### config.mk
export PLATFORM = sky130hd
export DESIGN_NAME = retry_driven_tx_power_control_flat
export DESIGN_NICKNAME = d
export VERILOG_FILES = /design/src/rtl/rdtpc_pkg.sv /design/src/rtl/rdtpc_if.sv /design/src/rtl/rdtpc_front.sv /design/src/rtl/rdtpc_queue.sv /design/src/rtl/rdtpc_back.sv /design/src/rtl/retry_driven_tx_power_control.sv /design/src/flat_wrapper.sv
export SDC_FILE = /design/constraint.sdc
export NUM_CORES = 1
export LEC_CHECK = 0
export ABC_AREA = 1
export BUFFER_PORTS_ARGS = -buffer_cell sky130_fd_sc_hd__buf_2
export CAP_MARGIN = 20
export CORE_MARGIN = 1
export CORE_UTILIZATION = 55
export CTS_CLUSTER_SIZE = 8
export DETAILED_ROUTE_END_ITERATION = 16
export PLACE_DENSITY = 0.77
export SLEW_MARGIN = 25
export SYNTH_ARGS = -nofsm -noshare
export SYNTH_HDL_FRONTEND = slang
export SYNTH_SLANG_ARGS = --single-unit
### constraint.sdc
create_clock -name clk -period 6.4 [get_ports clk]
set_input_delay 0 -clock clk [delete_from_list [all_inputs] [get_ports clk]]
set_output_delay 0 -clock clk [all_outputs]
set_load 0.01 [all_outputs]
### src/rtl/rdtpc_pkg.sv
// Package for the retry-driven transmit power control block.
// Holds widths, cause codes, register indexes and the structs shared by all files.
// No dependencies.
package rdtpc_pkg;

  localparam int PowW   = 6;
  localparam int CntW   = 16;
  localparam int IdxW   = 2;
  localparam int IvlW   = 3;
  localparam int QDepth = 2;
  localparam int QPtrW  = $clog2(QDepth);
  localparam int QCntW  = $clog2(QDepth + 1);

  localparam logic [PowW-1:0] MaxPowerReset = PowW'(16);
  localparam logic [IvlW-1:0] IvlSat        = IvlW'(6);
  localparam logic [IvlW-1:0] IdleShutoff   = IvlW'(5);
  localparam logic [IvlW-1:0] BeaconLimit   = IvlW'(5);

  typedef logic [PowW-1:0] pow_t;

  typedef enum logic [IdxW-1:0] {
    REG_POWER_CAP       = 2'd0,
    REG_WEIGHTED_ENABLE = 2'd1,
    REG_BEACON_ENABLE   = 2'd2
  } reg_idx_t;

  typedef enum logic [1:0] {
    CAUSE_ADAPT  = 2'd0,
    CAUSE_IDLE   = 2'd1,
    CAUSE_BEACON = 2'd2
  } cause_t;

  typedef struct packed {
    pow_t power_cap;
    logic weighted_enable;
    logic beacon_enable;
  } cfg_t;

  typedef struct packed {
    logic active;
    logic up;
    logic heavy;
  } class_t;

  typedef struct packed {
    pow_t   power_level;
    cause_t cause;
    logic   last;
  } res_t;

endpackage

### src/rtl/rdtpc_if.sv
// Channel interfaces of the transmit power control block.
// Depends on rdtpc_pkg for field widths.
interface rdtpc_in_if;
  logic                        valid;
  logic                        ready;
  logic [rdtpc_pkg::CntW-1:0]  sent_count;
  logic [rdtpc_pkg::CntW-1:0]  retry_count;

  modport source (output valid, output sent_count, output retry_count, input ready);
  modport sink   (input valid, input sent_count, input retry_count, output ready);
endinterface

interface rdtpc_out_if;
  logic                        valid;
  logic                        ready;
  logic [rdtpc_pkg::PowW-1:0]  power_level;
  logic [1:0]                  cause;
  logic                        last;

  modport source (output valid, output power_level, output cause, output last, input ready);
  modport sink   (input valid, input power_level, input cause, input last, output ready);
endinterface

### src/rtl/rdtpc_front.sv
// Front end: classifies one interval's sent and retry counts.
// Depends on rdtpc_pkg.
module rdtpc_front (
  input  logic [rdtpc_pkg::CntW-1:0] sent_count,
  input  logic [rdtpc_pkg::CntW-1:0] retry_count,
  output rdtpc_pkg::class_t          cls
);

  logic [rdtpc_pkg::CntW+3:0] retry_x10;
  logic [rdtpc_pkg::CntW+2:0] sent_x5;

  assign retry_x10 = {1'b0, retry_count, 3'b0} + {3'b0, retry_count, 1'b0};
  assign sent_x5   = {1'b0, sent_count, 2'b0} + {3'b0, sent_count};

  always_comb begin
    cls.active = (sent_count != '0) || (retry_count != '0);
    cls.up     = retry_x10 >= {4'b0, sent_count};
    cls.heavy  = (sent_count != '0) &&
                 ({3'b0, retry_count} >= sent_x5);
  end

endmodule

### src/rtl/rdtpc_queue.sv
// Short queue of classified intervals between front and back end.
// Depends on rdtpc_pkg.
module rdtpc_queue (
  input  logic              clk,
  input  logic              rst_n,
  input  logic              push,
  input  rdtpc_pkg::class_t push_data,
  output logic              full,
  input  logic              pop,
  output logic              not_empty,
  output rdtpc_pkg::class_t head
);

  rdtpc_pkg::class_t             mem_r [rdtpc_pkg::QDepth];
  logic [rdtpc_pkg::QPtrW-1:0]   wr_ptr_r, wr_ptr_nxt;
  logic [rdtpc_pkg::QPtrW-1:0]   rd_ptr_r, rd_ptr_nxt;
  logic [rdtpc_pkg::QCntW-1:0]   count_r, count_nxt;

  localparam logic [rdtpc_pkg::QPtrW-1:0] LastPtr = rdtpc_pkg::QPtrW'(rdtpc_pkg::QDepth - 1);
  localparam logic [rdtpc_pkg::QCntW-1:0] FullCnt = rdtpc_pkg::QCntW'(rdtpc_pkg::QDepth);

  assign full      = (count_r == FullCnt);
  assign not_empty = (count_r != '0);
  assign head      = mem_r[rd_ptr_r];

  always_comb begin
    wr_ptr_nxt = wr_ptr_r;
    rd_ptr_nxt = rd_ptr_r;
    count_nxt  = count_r;
    if (push) begin
      wr_ptr_nxt = (wr_ptr_r == LastPtr) ? '0 : wr_ptr_r + 1'b1;
    end
    if (pop) begin
      rd_ptr_nxt = (rd_ptr_r == LastPtr) ? '0 : rd_ptr_r + 1'b1;
    end
    if (push && !pop) begin
      count_nxt = count_r + 1'b1;
    end else if (pop && !push) begin
      count_nxt = count_r - 1'b1;
    end
  end

  always_ff @(posedge clk) begin
    if (!rst_n) begin
      wr_ptr_r <= '0;
      rd_ptr_r <= '0;
      count_r  <= '0;
    end else begin
      wr_ptr_r <= wr_ptr_nxt;
      rd_ptr_r <= rd_ptr_nxt;
      count_r  <= count_nxt;
    end
  end

  always_ff @(posedge clk) begin
    if (push) begin
      mem_r[wr_ptr_r] <= push_data;
    end
  end

endmodule

### src/rtl/rdtpc_back.sv
// Back end: power state update, idle and beacon counters, result output stage.
// Depends on rdtpc_pkg.
module rdtpc_back (
  input  logic              clk,
  input  logic              rst_n,
  input  rdtpc_pkg::cfg_t   cfg,
  input  logic              q_valid,
  input  rdtpc_pkg::class_t q_head,
  output logic              q_pop,
  output logic              out_valid,
  input  logic              out_ready,
  output rdtpc_pkg::res_t   out_res
);

  rdtpc_pkg::pow_t              cur_pow_r, cur_pow_nxt;
  rdtpc_pkg::pow_t              step_r, step_nxt;
  logic [rdtpc_pkg::IvlW-1:0]   idle_r, idle_nxt;
  logic [rdtpc_pkg::IvlW-1:0]   bcn_r, bcn_nxt;
  logic                         out_v_r, out_v_nxt;
  rdtpc_pkg::res_t              out_res_r, out_res_nxt;
  logic                         pend_v_r, pend_v_nxt;
  rdtpc_pkg::pow_t              pend_pow_r, pend_pow_nxt;

  logic [rdtpc_pkg::PowW+1:0]   step_x4;
  rdtpc_pkg::pow_t              step_q, step_half, inc;
  logic [rdtpc_pkg::PowW:0]     sum;
  logic                         moved, fire, out_free;
  logic                         r0_v, r1_v;
  rdtpc_pkg::res_t              r0;

  assign out_free  = !out_v_r || out_ready;
  assign q_pop     = q_valid && !pend_v_r && out_free;
  assign out_valid = out_v_r;
  assign out_res   = out_res_r;

  always_comb begin
    step_x4     = {step_r, 2'b0};
    step_q      = step_r;
    if (cfg.weighted_enable && q_head.heavy) begin
      step_q = (step_x4 > {2'b0, cfg.power_cap}) ? cfg.power_cap
                                                 : step_x4[rdtpc_pkg::PowW-1:0];
    end
    step_half   = step_q >> 1;
    if (step_half == '0) begin
      step_half = rdtpc_pkg::PowW'(1);
    end
    inc         = cfg.weighted_enable ? step_half : rdtpc_pkg::PowW'(1);
    sum         = {1'b0, cur_pow_r} + {1'b0, inc};

    cur_pow_nxt = cur_pow_r;
    step_nxt    = step_r;
    idle_nxt    = idle_r;
    moved       = 1'b0;
    r0_v        = 1'b0;
    r0          = '{power_level: '0, cause: rdtpc_pkg::CAUSE_ADAPT, last: 1'b1};

    if (q_head.active) begin
      idle_nxt = '0;
      if (q_head.up) begin
        moved = (cur_pow_r != cfg.power_cap);
        if (moved) begin
          cur_pow_nxt = (sum > {1'b0, cfg.power_cap}) ? cfg.power_cap
                                                      : sum[rdtpc_pkg::PowW-1:0];
        end
      end else begin
        moved = (cur_pow_r != '0);
        if (moved) begin
          cur_pow_nxt = (inc > cur_pow_r) ? '0 : cur_pow_r - inc;
        end
      end
      step_nxt          = (moved && cfg.weighted_enable) ? step_half : step_q;
      r0_v              = moved;
      r0.power_level    = cur_pow_nxt;
    end else begin
      if (idle_r < rdtpc_pkg::IvlSat) begin
        idle_nxt = idle_r + 1'b1;
      end
      r0_v     = (idle_nxt == rdtpc_pkg::IdleShutoff);
      r0.cause = rdtpc_pkg::CAUSE_IDLE;
    end

    fire    = cfg.beacon_enable && (bcn_r > rdtpc_pkg::BeaconLimit);
    r1_v    = fire && (cur_pow_nxt != cfg.power_cap);
    bcn_nxt = bcn_r;
    if (fire) begin
      bcn_nxt = '0;
    end else if (bcn_r < rdtpc_pkg::IvlSat) begin
      bcn_nxt = bcn_r + 1'b1;
    end
    r0.last = !r1_v;
  end

  always_comb begin
    out_v_nxt    = out_v_r;
    out_res_nxt  = out_res_r;
    pend_v_nxt   = pend_v_r;
    pend_pow_nxt = pend_pow_r;
    if (out_free) begin
      out_v_nxt = 1'b0;
      if (pend_v_r) begin
        out_v_nxt   = 1'b1;
        out_res_nxt = '{power_level: pend_pow_r, cause: rdtpc_pkg::CAUSE_BEACON, last: 1'b1};
        pend_v_nxt  = 1'b0;
      end else if (q_pop && (r0_v || r1_v)) begin
        out_v_nxt    = 1'b1;
        out_res_nxt  = r0_v ? r0 : '{power_level: cfg.power_cap,
                                     cause: rdtpc_pkg::CAUSE_BEACON, last: 1'b1};
        pend_v_nxt   = r0_v && r1_v;
        pend_pow_nxt = cfg.power_cap;
      end
    end
  end

  always_ff @(posedge clk) begin
    if (!rst_n) begin
      cur_pow_r <= rdtpc_pkg::MaxPowerReset;
      step_r    <= rdtpc_pkg::MaxPowerReset;
      idle_r    <= '0;
      bcn_r     <= '0;
      out_v_r   <= 1'b0;
      pend_v_r  <= 1'b0;
    end else begin
      if (q_pop) begin
        cur_pow_r <= cur_pow_nxt;
        step_r    <= step_nxt;
        idle_r    <= idle_nxt;
        bcn_r     <= bcn_nxt;
      end
      out_v_r  <= out_v_nxt;
      pend_v_r <= pend_v_nxt;
    end
  end

  always_ff @(posedge clk) begin
    out_res_r  <= out_res_nxt;
    pend_pow_r <= pend_pow_nxt;
  end

endmodule

### src/rtl/retry_driven_tx_power_control.sv
// Top level of the retry-driven transmit power control block.
// Depends on rdtpc_pkg, rdtpc_if, rdtpc_front, rdtpc_queue and rdtpc_back.
//
//   channel | direction | transaction payload
//   in_ch   | sink      | sent_count[15:0], retry_count[15:0]
//   out_ch  | source    | power_level[5:0], cause[1:0], last
//   cfg_*   | write     | cfg_index[1:0], cfg_wdata[5:0]
//
// An interval enters the two-entry queue at its accepting edge; the edge at which the
// back end retires it loads its first result into the output register. One interval is
// retired a cycle while no beacon result is pending and the output is not stalled. An
// interval with an adaptive or idle result and a beacon result holds the back end while
// the second result waits in the pending register; a stalled output holds it too.
// Reset is synchronous; in_ch.ready drops only while the queue is full.
module retry_driven_tx_power_control (
  input  logic                         clk,
  input  logic                         rst_n,
  rdtpc_in_if.sink                     in_ch,
  rdtpc_out_if.source                  out_ch,
  input  logic                         cfg_we,
  input  logic [rdtpc_pkg::IdxW-1:0]   cfg_index,
  input  logic [rdtpc_pkg::PowW-1:0]   cfg_wdata
);

  rdtpc_pkg::cfg_t    cfg_r;
  rdtpc_pkg::class_t  cls, q_head;
  rdtpc_pkg::res_t    res;
  logic               q_full, q_valid, q_pop, push;

  always_ff @(posedge clk) begin
    if (!rst_n) begin
      cfg_r <= '{power_cap: rdtpc_pkg::MaxPowerReset, weighted_enable: 1'b0,
                 beacon_enable: 1'b0};
    end else if (cfg_we) begin
      case (cfg_index)
        rdtpc_pkg::REG_POWER_CAP:       cfg_r.power_cap       <= cfg_wdata;
        rdtpc_pkg::REG_WEIGHTED_ENABLE: cfg_r.weighted_enable <= cfg_wdata[0];
        rdtpc_pkg::REG_BEACON_ENABLE:   cfg_r.beacon_enable   <= cfg_wdata[0];
        default: ;
      endcase
    end
  end

  assign in_ch.ready = !q_full;
  assign push        = in_ch.valid && !q_full;

  rdtpc_front u_front (
    .sent_count  (in_ch.sent_count),
    .retry_count (in_ch.retry_count),
    .cls         (cls)
  );

  rdtpc_queue u_queue (
    .clk       (clk),
    .rst_n     (rst_n),
    .push      (push),
    .push_data (cls),
    .full      (q_full),
    .pop       (q_pop),
    .not_empty (q_valid),
    .head      (q_head)
  );

  rdtpc_back u_back (
    .clk       (clk),
    .rst_n     (rst_n),
    .cfg       (cfg_r),
    .q_valid   (q_valid),
    .q_head    (q_head),
    .q_pop     (q_pop),
    .out_valid (out_ch.valid),
    .out_ready (out_ch.ready),
    .out_res   (res)
  );

  assign out_ch.power_level = res.power_level;
  assign out_ch.cause       = res.cause;
  assign out_ch.last        = res.last;

endmodule

### src/flat_wrapper.sv
// flat-port wrapper written by rule: the top's interface ports become plain ports
module retry_driven_tx_power_control_flat 
  (clk, rst_n, cfg_we, cfg_index, cfg_wdata, in_ch_valid, in_ch_sent_count, in_ch_retry_count, in_ch_ready, out_ch_valid, out_ch_power_level, out_ch_cause, out_ch_last, out_ch_ready);
  rdtpc_in_if in_ch_i ();
  rdtpc_out_if out_ch_i ();
  input  logic clk;
  input  logic rst_n;
  input  logic cfg_we;
  input  logic [rdtpc_pkg::IdxW-1:0] cfg_index;
  input  logic [rdtpc_pkg::PowW-1:0] cfg_wdata;
  input wire logic [$bits(in_ch_i.valid)-1:0] in_ch_valid;
  input wire logic [$bits(in_ch_i.sent_count)-1:0] in_ch_sent_count;
  input wire logic [$bits(in_ch_i.retry_count)-1:0] in_ch_retry_count;
  output wire logic [$bits(in_ch_i.ready)-1:0] in_ch_ready;
  output wire logic [$bits(out_ch_i.valid)-1:0] out_ch_valid;
  output wire logic [$bits(out_ch_i.power_level)-1:0] out_ch_power_level;
  output wire logic [$bits(out_ch_i.cause)-1:0] out_ch_cause;
  output wire logic [$bits(out_ch_i.last)-1:0] out_ch_last;
  input wire logic [$bits(out_ch_i.ready)-1:0] out_ch_ready;
  assign in_ch_i.valid = in_ch_valid;
  assign in_ch_i.sent_count = in_ch_sent_count;
  assign in_ch_i.retry_count = in_ch_retry_count;
  assign in_ch_ready = in_ch_i.ready;
  assign out_ch_valid = out_ch_i.valid;
  assign out_ch_power_level = out_ch_i.power_level;
  assign out_ch_cause = out_ch_i.cause;
  assign out_ch_last = out_ch_i.last;
  assign out_ch_i.ready = out_ch_ready;
  retry_driven_tx_power_control u_core (.clk(clk), .rst_n(rst_n), .in_ch(in_ch_i), .out_ch(out_ch_i), .cfg_we(cfg_we), .cfg_index(cfg_index), .cfg_wdata(cfg_wdata));
endmodule
==> summary.md, run 1 <==
| Metric | Value |
|---|---|
| Period utilization | between 90% and 100% |
| Cell Area, Synth | between 5000 and 6000 µm² |
| Worst path most repeated cell | nand2_1 |
| R2r setup slk | 0.64 ns |
| Worst-skew pair later-pin latency | 0.31 ns |
| Initial antenna violation count | 0 |
| Critical path type | reg2reg |
| Htree depth | 2 |
| Post-route ant nets | 0 |
| Synth async-reset ratio | 0% |
| Final nets | between 1000 and 1500 |
| Combinational cell fraction of total power | a little over three fifths |
| First-pass GRT wire length | 24.25 mm |
| Req. time, crit path | ~6.4 ns |
| DR WL/cell | 13.98 µm |
| Min cycle time layout | ~5.8 ns |
| Dpl cell area | 6197 µm² |
| Area growth from synthesis to layout | 9.187% |
| Total Die Area | between 10000 and 15000 µm² |
| Total chip power | 2.110 mW |
| Post-synthesis sequential area ratio | between 20 and 25% |
| Leakage | roughly 3.2 nW |
| Post-route cell area | 6335 µm² |
| Met2 usage | approximately half |
| Ant. Diodes | 0 |
| Initial DRC Count | between 300 and 400 |
| Slew Limit Fails | 0 |
| Worst hold path class | in2reg |
| Die height | ~100 µm |
| CP max FO | 9 |
| Ratio of cells with drive above 1 in the final layout | between 10% and 20% |
| Filler cells | 982 |
| Vias | 5698 |
| Drt pass-1 iters | 4 |
| Peak Freq | around 0.17 GHz |
| Worst Hold Slack | about 0.0072 ns |
| Power share of the sequential group | around a quarter |
| Arrival @ worst endpoint | ~5.8 ns |
| Total negative slack | 0 ns |
| Max VDD drop | roughly 0.23 mV |
| Die Wd | between 100 and 150 µm |
| Placement Rows | 37 |
| Relative slew slack | roughly half |
| Syn_nets | between 900 and 1000 |
| Power per cell area | around 330 nW/µm² |
| Clock Power Share | roughly 11% |
| CTS Buf Count | 5 |
| Clock root buffer | clkbuf_8 |
| Tot GR Track Use | between 20% and 30% |
| Switching pwr | roughly 1.1 mW |
| PortBufs | 55 |
| Switching share of power | between 50% and 60% |
| Initial core utilization | between 50% and 60% |
| Max-Cap Viols | 0 |
| Reg clk slew, reported paths | 0.10 ns |
| Drt via density | between 5 and 6 |
| Worst-margin pin slew | around 0.74 ns |
| Cell-internal power | between 1 and 1.5 mW |
| Mapped Cells | 830 |
| CORE AREA | slightly above 10000 µm² |
| Worst Setup End Kind | register |
| Unrepaired setup endpoints after global routing | no |
| Setup-failing EPs final | 0 |
| Number of global-route vias before repair | 5350 |
| Yosys cell types | 52 |
| CP Launch Type | register |
| Pre-CTS setup slack | around 0.58 ns |
| Status | complete, no violations |
| TritonCTS clock tree | done |
| EDFF count, synth | 21 |
| Placer Congestion | 0.9284 |
| Syn avg cell area | about 7 µm² |
| # DRC | 0 |
| Final Hold Fails | 0 |
| Final worst slack | ~0.64 ns |
| Total number of yosys warnings | 0 |
| Post-CTS setup buffer count | 0 |
| Setup Skew | 0.01723 ns |
| Most Crowded Layer GR | met2 |
| #FFs+latches synth | 54 |
| Clock tree buffer depth | 2 |
| Final WL | between 10 and 15 mm |
| Total number of clock tree sinks | between 50 and 60 |
| Grt met1 use | between 30% and 40% |
| Slowest Stage Delay on Critical Path | approximately 0.45 ns |
| I/O pin count | 56 |
| Largest net degree at the start of global routing | 21 |
| GRT overflow | 0 |
| Hpwl dp | between 10 and 15 mm |
| Synth Flop Type | dfxtp_1 |
| CP max-delay cell | fa_1 |
| Met3 Usage GRT | roughly 3.1% |
## what timing repair did
item                       4_1_cts  5_1_grt
resized for setup                0        1
hold buffers                     2        0
hold endpoints to repair         2        0
setup endpoints to repair        0        9
## flip-flops by register name (all words and copies together), names as in the netlist, 2 cells and up, named ones only
register / count
u_core.u_back.idle_r: 3
u_core.u_back.step_r: 6
u_core.u_back.pend_pow_r: 6
u_core.u_queue.count_r: 2
u_core.u_back.cur_pow_r: 6
u_core.cfg_r: 8
u_core.u_queue.mem_r: 6
u_core.u_back.bcn_r: 3
u_core.u_back.out_res: 9
## logic make-up after synthesis
kind of cell | after synthesis | share of synthesized area [%]
XOR/XNOR | 32 | 4.831
AND/OR/NAND/NOR | 343 | 27.32
AO/OA/AOI/OAI | 169 | 16.52
flip-flops | 54 | 22.26
adder cells (fa/ha/maj) | 87 | 19.28
buffers and inverters | 145 | 9.791
## power groups by stage
stage               registers (mW)  logic, mW  clock network (mW)
finish                       0.559       1.32               0.234
global route                 0.571       1.49               0.249
CTS                          0.558       1.29               0.233
detailed placement           0.566       1.28                   0
global placement             0.563       1.26                   0
floorplan                    0.553      0.998                   0
## metrics by stage
| stage | instances | utilization [%] |
|---|---|---|
| global placement | 1013 | 60.30 |
| CTS | 1023 | 61.57 |
| floorplan | 830 | - |
| finish | 1023 | 61.64 |
| global route | 1023 | 61.64 |
| detailed placement | 1013 | 60.30 |
## layout make-up
cell class / count / area, µm² / area share [%]
Multi-Input combinational cell: 631 / 3950 / 62.35
Sequential cell: 54 / 1291 / 20.38
Inverter: 136 / 510.5 / 8.058
Timing Repair Buffer: 58 / 302.8 / 4.780
Tap cell: 136 / 170.2 / 2.686
Clock buffer: 6 / 72.57 / 1.146
Clock inverter: 2 / 37.54 / 0.5925
## synth_stat cells, drive strengths merged (4+ instances only)
cell type	n	area share, %
nand4	18	1.9
a21oi	80	7.1
o211ai	4	0.52
o22ai	6	0.65
nor4	11	1.2
nor2	53	4.0
fa	4	1.4
a21o	4	0.52
buf	6	0.80
dfxtp	33	11
nand3	58	5.3
xnor2	10	1.5
xor2	22	3.3
nand2	187	13
or2	4	0.43
o21ai	52	4.6
nor3	9	0.97
inv	134	8.7
ha	83	18
edfxtp	21	11
## critical path: cells and delay by family, from the launching register on
family          cells  cell delay (ns)
compound gates      6             1.07
flops               1             0.41
buf+inv             4             0.44
fa+ha+maj           4             1.25
simple gates       26             2.31
## per-layer routing
| metal | vias to the layer above | routed length (µm) |
|---|---|---|
| met3 | 29 | 873 |
| met4 | 0 | 280 |
| met2 | 193 | 6817 |
| li1 | 2919 | - |
| met1 | 2557 | 6326 |
| met5 | - | 0 |
## worst paths after layout
kind                                start                  endpoint  depth (start not counted)
setup / recovery          u_core.cfg_r[5]  u_core.u_back.out_res[6]                         40
hold / removal               cfg_wdata[5]           u_core.cfg_r[7]                          3
setup reg to reg          u_core.cfg_r[5]  u_core.u_back.out_res[6]                         40
hold reg to reg   u_core.u_queue.rd_ptr_r   u_core.u_queue.rd_ptr_r                          1
## layout by cell type (no fill, tap or decap), types with 11 or more instances in the layout
cell type / instances
edfxtp_1: 21
nand2_1: 174
o21ai_0: 43
inv_1: 122
a21oi_1: 77
nor4_1: 11
ha_1: 83
nand4_1: 18
dfxtp_1: 33
nand3_1: 54
inv_2: 12
buf_2: 55
xor2_1: 22
nor2_1: 47
No activity file was read; power rests on OpenSTA's default activity.
==> run 2, diff against run 1 <==
CORE_ASPECT_RATIO = 1.4   (was unset)
==> summary.md, run 2 (synthesis gave the netlist of run 1 again) <==
| Metric | Value |
|---|---|
| Status | finished with violations |
| Failing checks | hold timing |
| Largest net degree at the start of global routing | 21 |
| Drt via density | between 5 and 6 |
| Uppermost layer routed | met4 |
| Arrival @ worst endpoint | between 5 and 6 ns |
| Total Die Area | approximately 11000 µm² |
| Total number of clock tree sinks | 54 |
| CP max-delay cell | fa_1 |
| Worst-margin pin slew | 0.8214 ns |
| Area growth from synthesis to layout | 10.31% |
| Met1 WL | 5.622 mm |
| Combinational cell fraction of total power | between 60 and 70% |
| GRT overflow | 0 |
| Max-Cap Viols | 0 |
| DR WL/cell | ~14 µm |
| TritonCTS clock tree | done |
| Worst Hold Slack | -0.001911 ns |
| Area taken by flip-flops and latches | approximately 1300 µm² |
| Die Wd | approximately 89 µm |
| CP Launch Type | register |
| PortBufs | 55 |
| Worst-skew pair later-pin latency | slightly below 0.3 ns |
| Vias | 5821 |
| Final WL | ~15 mm |
| Final Hold Fails | 1 |
| Relative slew slack | between 40 and 50% |
| CP max FO | 9 |
| Met2 WL | between 7 and 8 mm |
| # DRC | 0 |
| I/O pin count | 56 |
| Final nets | between 1000 and 1500 |
| Post-CTS setup buffer count | 0 |
| CORE AREA | approximately 10000 µm² |
| Req. time, crit path | between 6 and 7 ns |
| Initial DRC Count | 248 |
| Worst hold path class | in2reg |
| Initial antenna violation count | 0 |
| Max VDD drop | ~0.17 mV |
| Number of global-route vias before repair | 5457 |
| Die height | 123.5 µm |
| Met3 wire len | between 600 and 700 µm |
| Cell-internal power | roughly 1.1 mW |
| Ratio of cells with drive above 1 in the final layout | between 10 and 15% |
| Post-route ant nets | 0 |
| Reg clk slew, reported paths | ~0.070 ns |
| Initial core utilization | between 50% and 60% |
| Slowest Stage Delay on Critical Path | around 0.45 ns |
| Ant. Diodes | 0 |
| First-pass GRT wire length | around 24 mm |
| Peak Freq | between 0.15 and 0.2 GHz |
| Setup Skew | around 0.005 ns |
| Worst path most repeated cell | nand2_1 |
| Clock Power Share | 14.2% |
| Setup-failing EPs final | 0 |
| CTS Buf Count | 5 |
| Drt pass-1 iters | 4 |
| Slew Limit Fails | 0 |
| Period utilization | 89.57% |
| Critical path type | reg2reg |
| Placer Congestion | just over 0.9 |
| Hpwl dp | ~12 mm |
| Unrepaired setup endpoints after global routing | no |
| Switching pwr | about 1.1 mW |
| Placement Rows | 44 |
| Multi-input logic area | 3950 µm² |
| Tot GR Track Use | 28.39% |
| Clock root buffer | clkbuf_16 |
| Most common cell after layout, fill and taps aside | nand2_1 |
| Leakage | 3.224 nW |
| Switching share of power | between 40% and 50% |
| Power share of the sequential group | approximately a quarter |
| Min cycle time layout | between 5 and 6 ns |
| Power per cell area | 344.4 nW/µm² |
| Total negative slack | 0 ns |
| Htree depth | 2 |
| Max reg flops | 9 |
| Filler cells | 965 |
| Clock tree buffer depth | 2 |
| Worst Setup End Kind | register |
| Most frequent cells in the layout | nand2_1, inv_1, ha_1, a21oi_1, buf_2 |
==> run 2: what timing repair did <==
action                                  4_1_cts  5_1_grt
endpoints found under the setup margin        0        9
hold buffers                                  2        0
resized for setup                             0        1
endpoints found under the hold margin         2        0
==> run 2: worst max-delay path, delay by kind of cell (launching register included) <==
family / cells / cell delay [ns]
AO/OA/AOI/OAI: 7 / 1.13
adder cells (fa/ha/maj): 4 / 1.26
buffers and inverters: 4 / 0.45
flip-flops: 1 / 0.41
AND/OR/NAND/NOR: 26 / 2.15
==> run 2: path summary, 6_finish.rpt <==
path / start / to / slack, ns / cells past startpoint
worst max-delay path: u_core.cfg_r[5] / u_core.u_back.out_res[7] / 0.67 / 41
worst min-delay path: cfg_wdata[3] / u_core.cfg_r[5] / -0.002 / 3
worst max register to register: u_core.cfg_r[5] / u_core.u_back.out_res[7] / 0.67 / 41
worst min register to register: u_core.u_queue.rd_ptr_r / register / 0.45 / 1
==> run 2: through the flow <==
step / utilization [%] / instances / worst slack (ns) / power [mW] / cell area, µm²
2_1_floorplan: - / 830 / 1.269 / 1.550 / 5802
3_3_place_gp: 60.22 / 1015 / 0.7549 / 1.853 / 6200
3_5_place_dp: 60.22 / 1015 / 0.6291 / 1.868 / 6200
4_1_cts: 62.09 / 1025 / 0.5878 / 2.189 / 6392
5_1_grt: 62.17 / 1025 / 0.03280 / 2.407 / 6400
6_report: 62.17 / 1025 / 0.6675 / 2.204 / 6400
==> run 2: routing by layer <==
| metal | up-vias | track usage, % |
|---|---|---|
| li1 | 2932 | - |
| met1 | 2618 | 28.59 |
| met2 | 195 | 53.27 |
| met3 | 76 | 3.405 |
| met4 | 0 | 19.15 |
| met5 | - | 0 |
==> run 2: power groups by stage <==
stage / clock (mW) / sequential [mW] / combinational [mW]
after floorplan: 0 / 0.553 / 0.998
after global placement: 0 / 0.561 / 1.29
after detailed placement: 0 / 0.563 / 1.31
after CTS: 0.315 / 0.555 / 1.32
after global routing: 0.330 / 0.568 / 1.51
final: 0.313 / 0.556 / 1.34
==> run 2: layout make-up <==
cell class	count	area share [%]
Tap cell	138	2.698
Timing Repair Buffer	58	4.731
Clock buffer	5	1.955
Clock inverter	3	0.7429
Multi-Input combinational cell	631	61.72
Sequential cell	54	20.18
Inverter	136	7.977
==> run 3, diff against run 2 <==
CORE_MARGIN = 4   (was 1)
clock period = 6.9 ns   (was 6.4 ns; I/O delays follow)
==> summary.md, run 3 (synthesis gave the netlist of run 1 again) <==
| Metric | Value |
|---|---|
| Worst hold path class | in2reg |
| CP max FO | 9 |
| Leakage | approximately 3.2 nW |
| Drt pass-1 iters | 5 |
| Period utilization | 85.82% |
| Area growth from synthesis to layout | 9.704% |
| R2r setup slk | between 0.9 and 1 ns |
| Clock root buffer | clkbuf_16 |
| Htree depth | 2 |
| Relative slew slack | approximately 52% |
| Max-Cap Viols | 0 |
| Status | complete, no violations |
| Final WL | around 15 mm |
| Dpl cell area | about 6200 µm² |
| Filler cells | 1024 |
| Unrepaired setup endpoints after global routing | no |
| CORE AREA | about 10000 µm² |
| Total negative slack | 0 ns |
| Slew Limit Fails | 0 |
| First-pass GRT wire length | 25.01 mm |
| Placer Congestion | 0.9805 |
| Drt via density | approximately 5.7 |
| Tot GR Track Use | 25.64% |
| Die height | about 130 µm |
| Power per cell area | around 310 nW/µm² |
| Req. time, crit path | just under 7 ns |
| Total number of clock tree sinks | between 50 and 60 |
| Total Die Area | about 12000 µm² |
| Post-route ant nets | 0 |
| Initial antenna violation count | 1 |
| Most common cell after layout, fill and taps aside | nand2_1 |
| Setup-failing EPs final | 0 |
| TritonCTS clock tree | done |
| Hpwl dp | 12.50 mm |
| Largest net degree at the start of global routing | 21 |
| Hold path depth | 3 |
| Hold path startpoint | cfg_wdata[0] |
| Number of global-route vias before repair | approximately 5600 |
| Post-route cell area | about 6400 µm² |
| Ratio of cells with drive above 1 in the final layout | 11.84% |
| Reg2reg path depth | roughly 40 |
| Setup Skew | between 0.01 and 0.015 ns |
| Post-CTS setup buffer count | 0 |
| Final Hold Fails | 0 |
| Post-CTS sizing | 0 |
| Clock tree buffer depth | 2 |
| I/O pin count | 56 |
| DR WL/cell | 14.84 µm |
| Worst-skew pair later-pin latency | ~0.29 ns |
| PortBufs | 55 |
| Peak Freq | between 0.15 and 0.2 GHz |
| Initial core utilization | roughly 56% |
| Reg2reg end | u_core.u_back.out_res[6] |
| Pre-CTS setup slack | around 1.1 ns |
| CTS Buf Count | 5 |
| # DRC | 0 |
| Min cycle time layout | just under 6 ns |
| Critical path type | reg2reg |
| CP Launch Type | register |
| Worst Hold End | u_core.cfg_r[1] |
| Placement Rows | 44 |
| Die Wd | ~95 µm |
| GRT overflow | 0 |
| Worst Setup End Kind | register |
| Vias | around 5800 |
| Worst-margin pin slew | slightly above 0.7 ns |
| Final worst slack | 0.9781 ns |
| Reg clk slew, reported paths | 0.07 ns |
| Arrival @ worst endpoint | 5.86 ns |
| Final nets | 1018 |
| Worst r2r src | u_core.cfg_r[5] |
| Initial DRC Count | 402 |
| Max VDD drop | about 0.16 mV |
| Worst path most repeated cell | nand2_1 |
| Ant. Diodes | 0 |
| Most frequent cells in the layout | nand2_1, inv_1, ha_1, a21oi_1, buf_2 |
| Slowest Stage Delay on Critical Path | 0.44 ns |
| Max reg flops | 9 |
| CP max-delay cell | fa_1 |
run 3: cell type report:
cell class	instances	area [µm²]	area share (%)
sequential	54	1291	20.29
timing repair buffer	58	305.3	4.797
tap	138	172.7	2.713
multi-input combinational	631	3943	61.94
clock buffer	6	128.9	2.025
inverter	136	510.5	8.020
clock inverter	2	13.76	0.2162
run 3: how the worst max path moves through the flow:
stage	slack (ns)	from	endpoint
final	0.98	u_core.cfg_r[5]	u_core.u_back.out_res[6]
after detailed placement	1.06	u_core.cfg_r[5]	u_core.u_back.out_res[5]
after CTS	1.02	u_core.cfg_r[5]	u_core.u_back.out_res[5]
after global routing	0.36	u_core.cfg_r[5]	u_core.u_back.out_res[5]
after floorplan	1.77	u_core.cfg_r[5]	u_core.u_back.out_res[0]
after global placement	1.15	u_core.cfg_r[5]	u_core.u_back.out_res[5]
run 3: routing by layer:
metal | GRT usage, % | vias to the layer above | share of wire, %
li1 | - | 2927 | -
met1 | 25.69 | 2635 | 37
met2 | 49.71 | 207 | 52
met3 | 3.833 | 70 | 5.7
met4 | 13.42 | 0 | 5.5
met5 | 0 | - | 0
run 3: worst max-delay path, delay by kind of cell (launching register included):
kind | cells | cell delay (ns)
and+or+nand+nor | 26 | 2.15
adders and majority gates | 4 | 1.26
DFF | 1 | 0.41
AOI/OAI and AO/OA | 7 | 1.30
buffers and inverters | 4 | 0.44
run 3: stage by stage:
stage          utilization, %  hold slack, ns  instances  power, mW
3_5_place_dp            59.83          0.2472       1014      1.734
5_1_grt                 61.50         0.01646       1025      2.184
2_1_floorplan               -          0.1304        830      1.438
4_1_cts                 61.50        0.005529       1025      1.989
6_report                61.50        0.009725       1025      1.992
3_3_place_gp            59.83          0.2454       1014      1.728
run 3: timing repair:
| action | 4_1_cts | 5_1_grt |
|---|---|---|
| hold buffers | 3 | 0 |
| endpoints found under the setup margin | 0 | 0 |
| endpoints found under the hold margin | 3 | 0 |
run 3: report_power, final:
| part | total [mW] | switching, mW | leakage (nW) | internal (mW) |
|---|---|---|---|---|
| clock network | 0.246 | 0.111 | 0.0674 | 0.135 |
| logic | 1.23 | 0.812 | 2.68 | 0.414 |
| registers | 0.520 | 0.0704 | 0.456 | 0.449 |
| total | 1.99 | 0.994 | 3.20 | 0.998 |
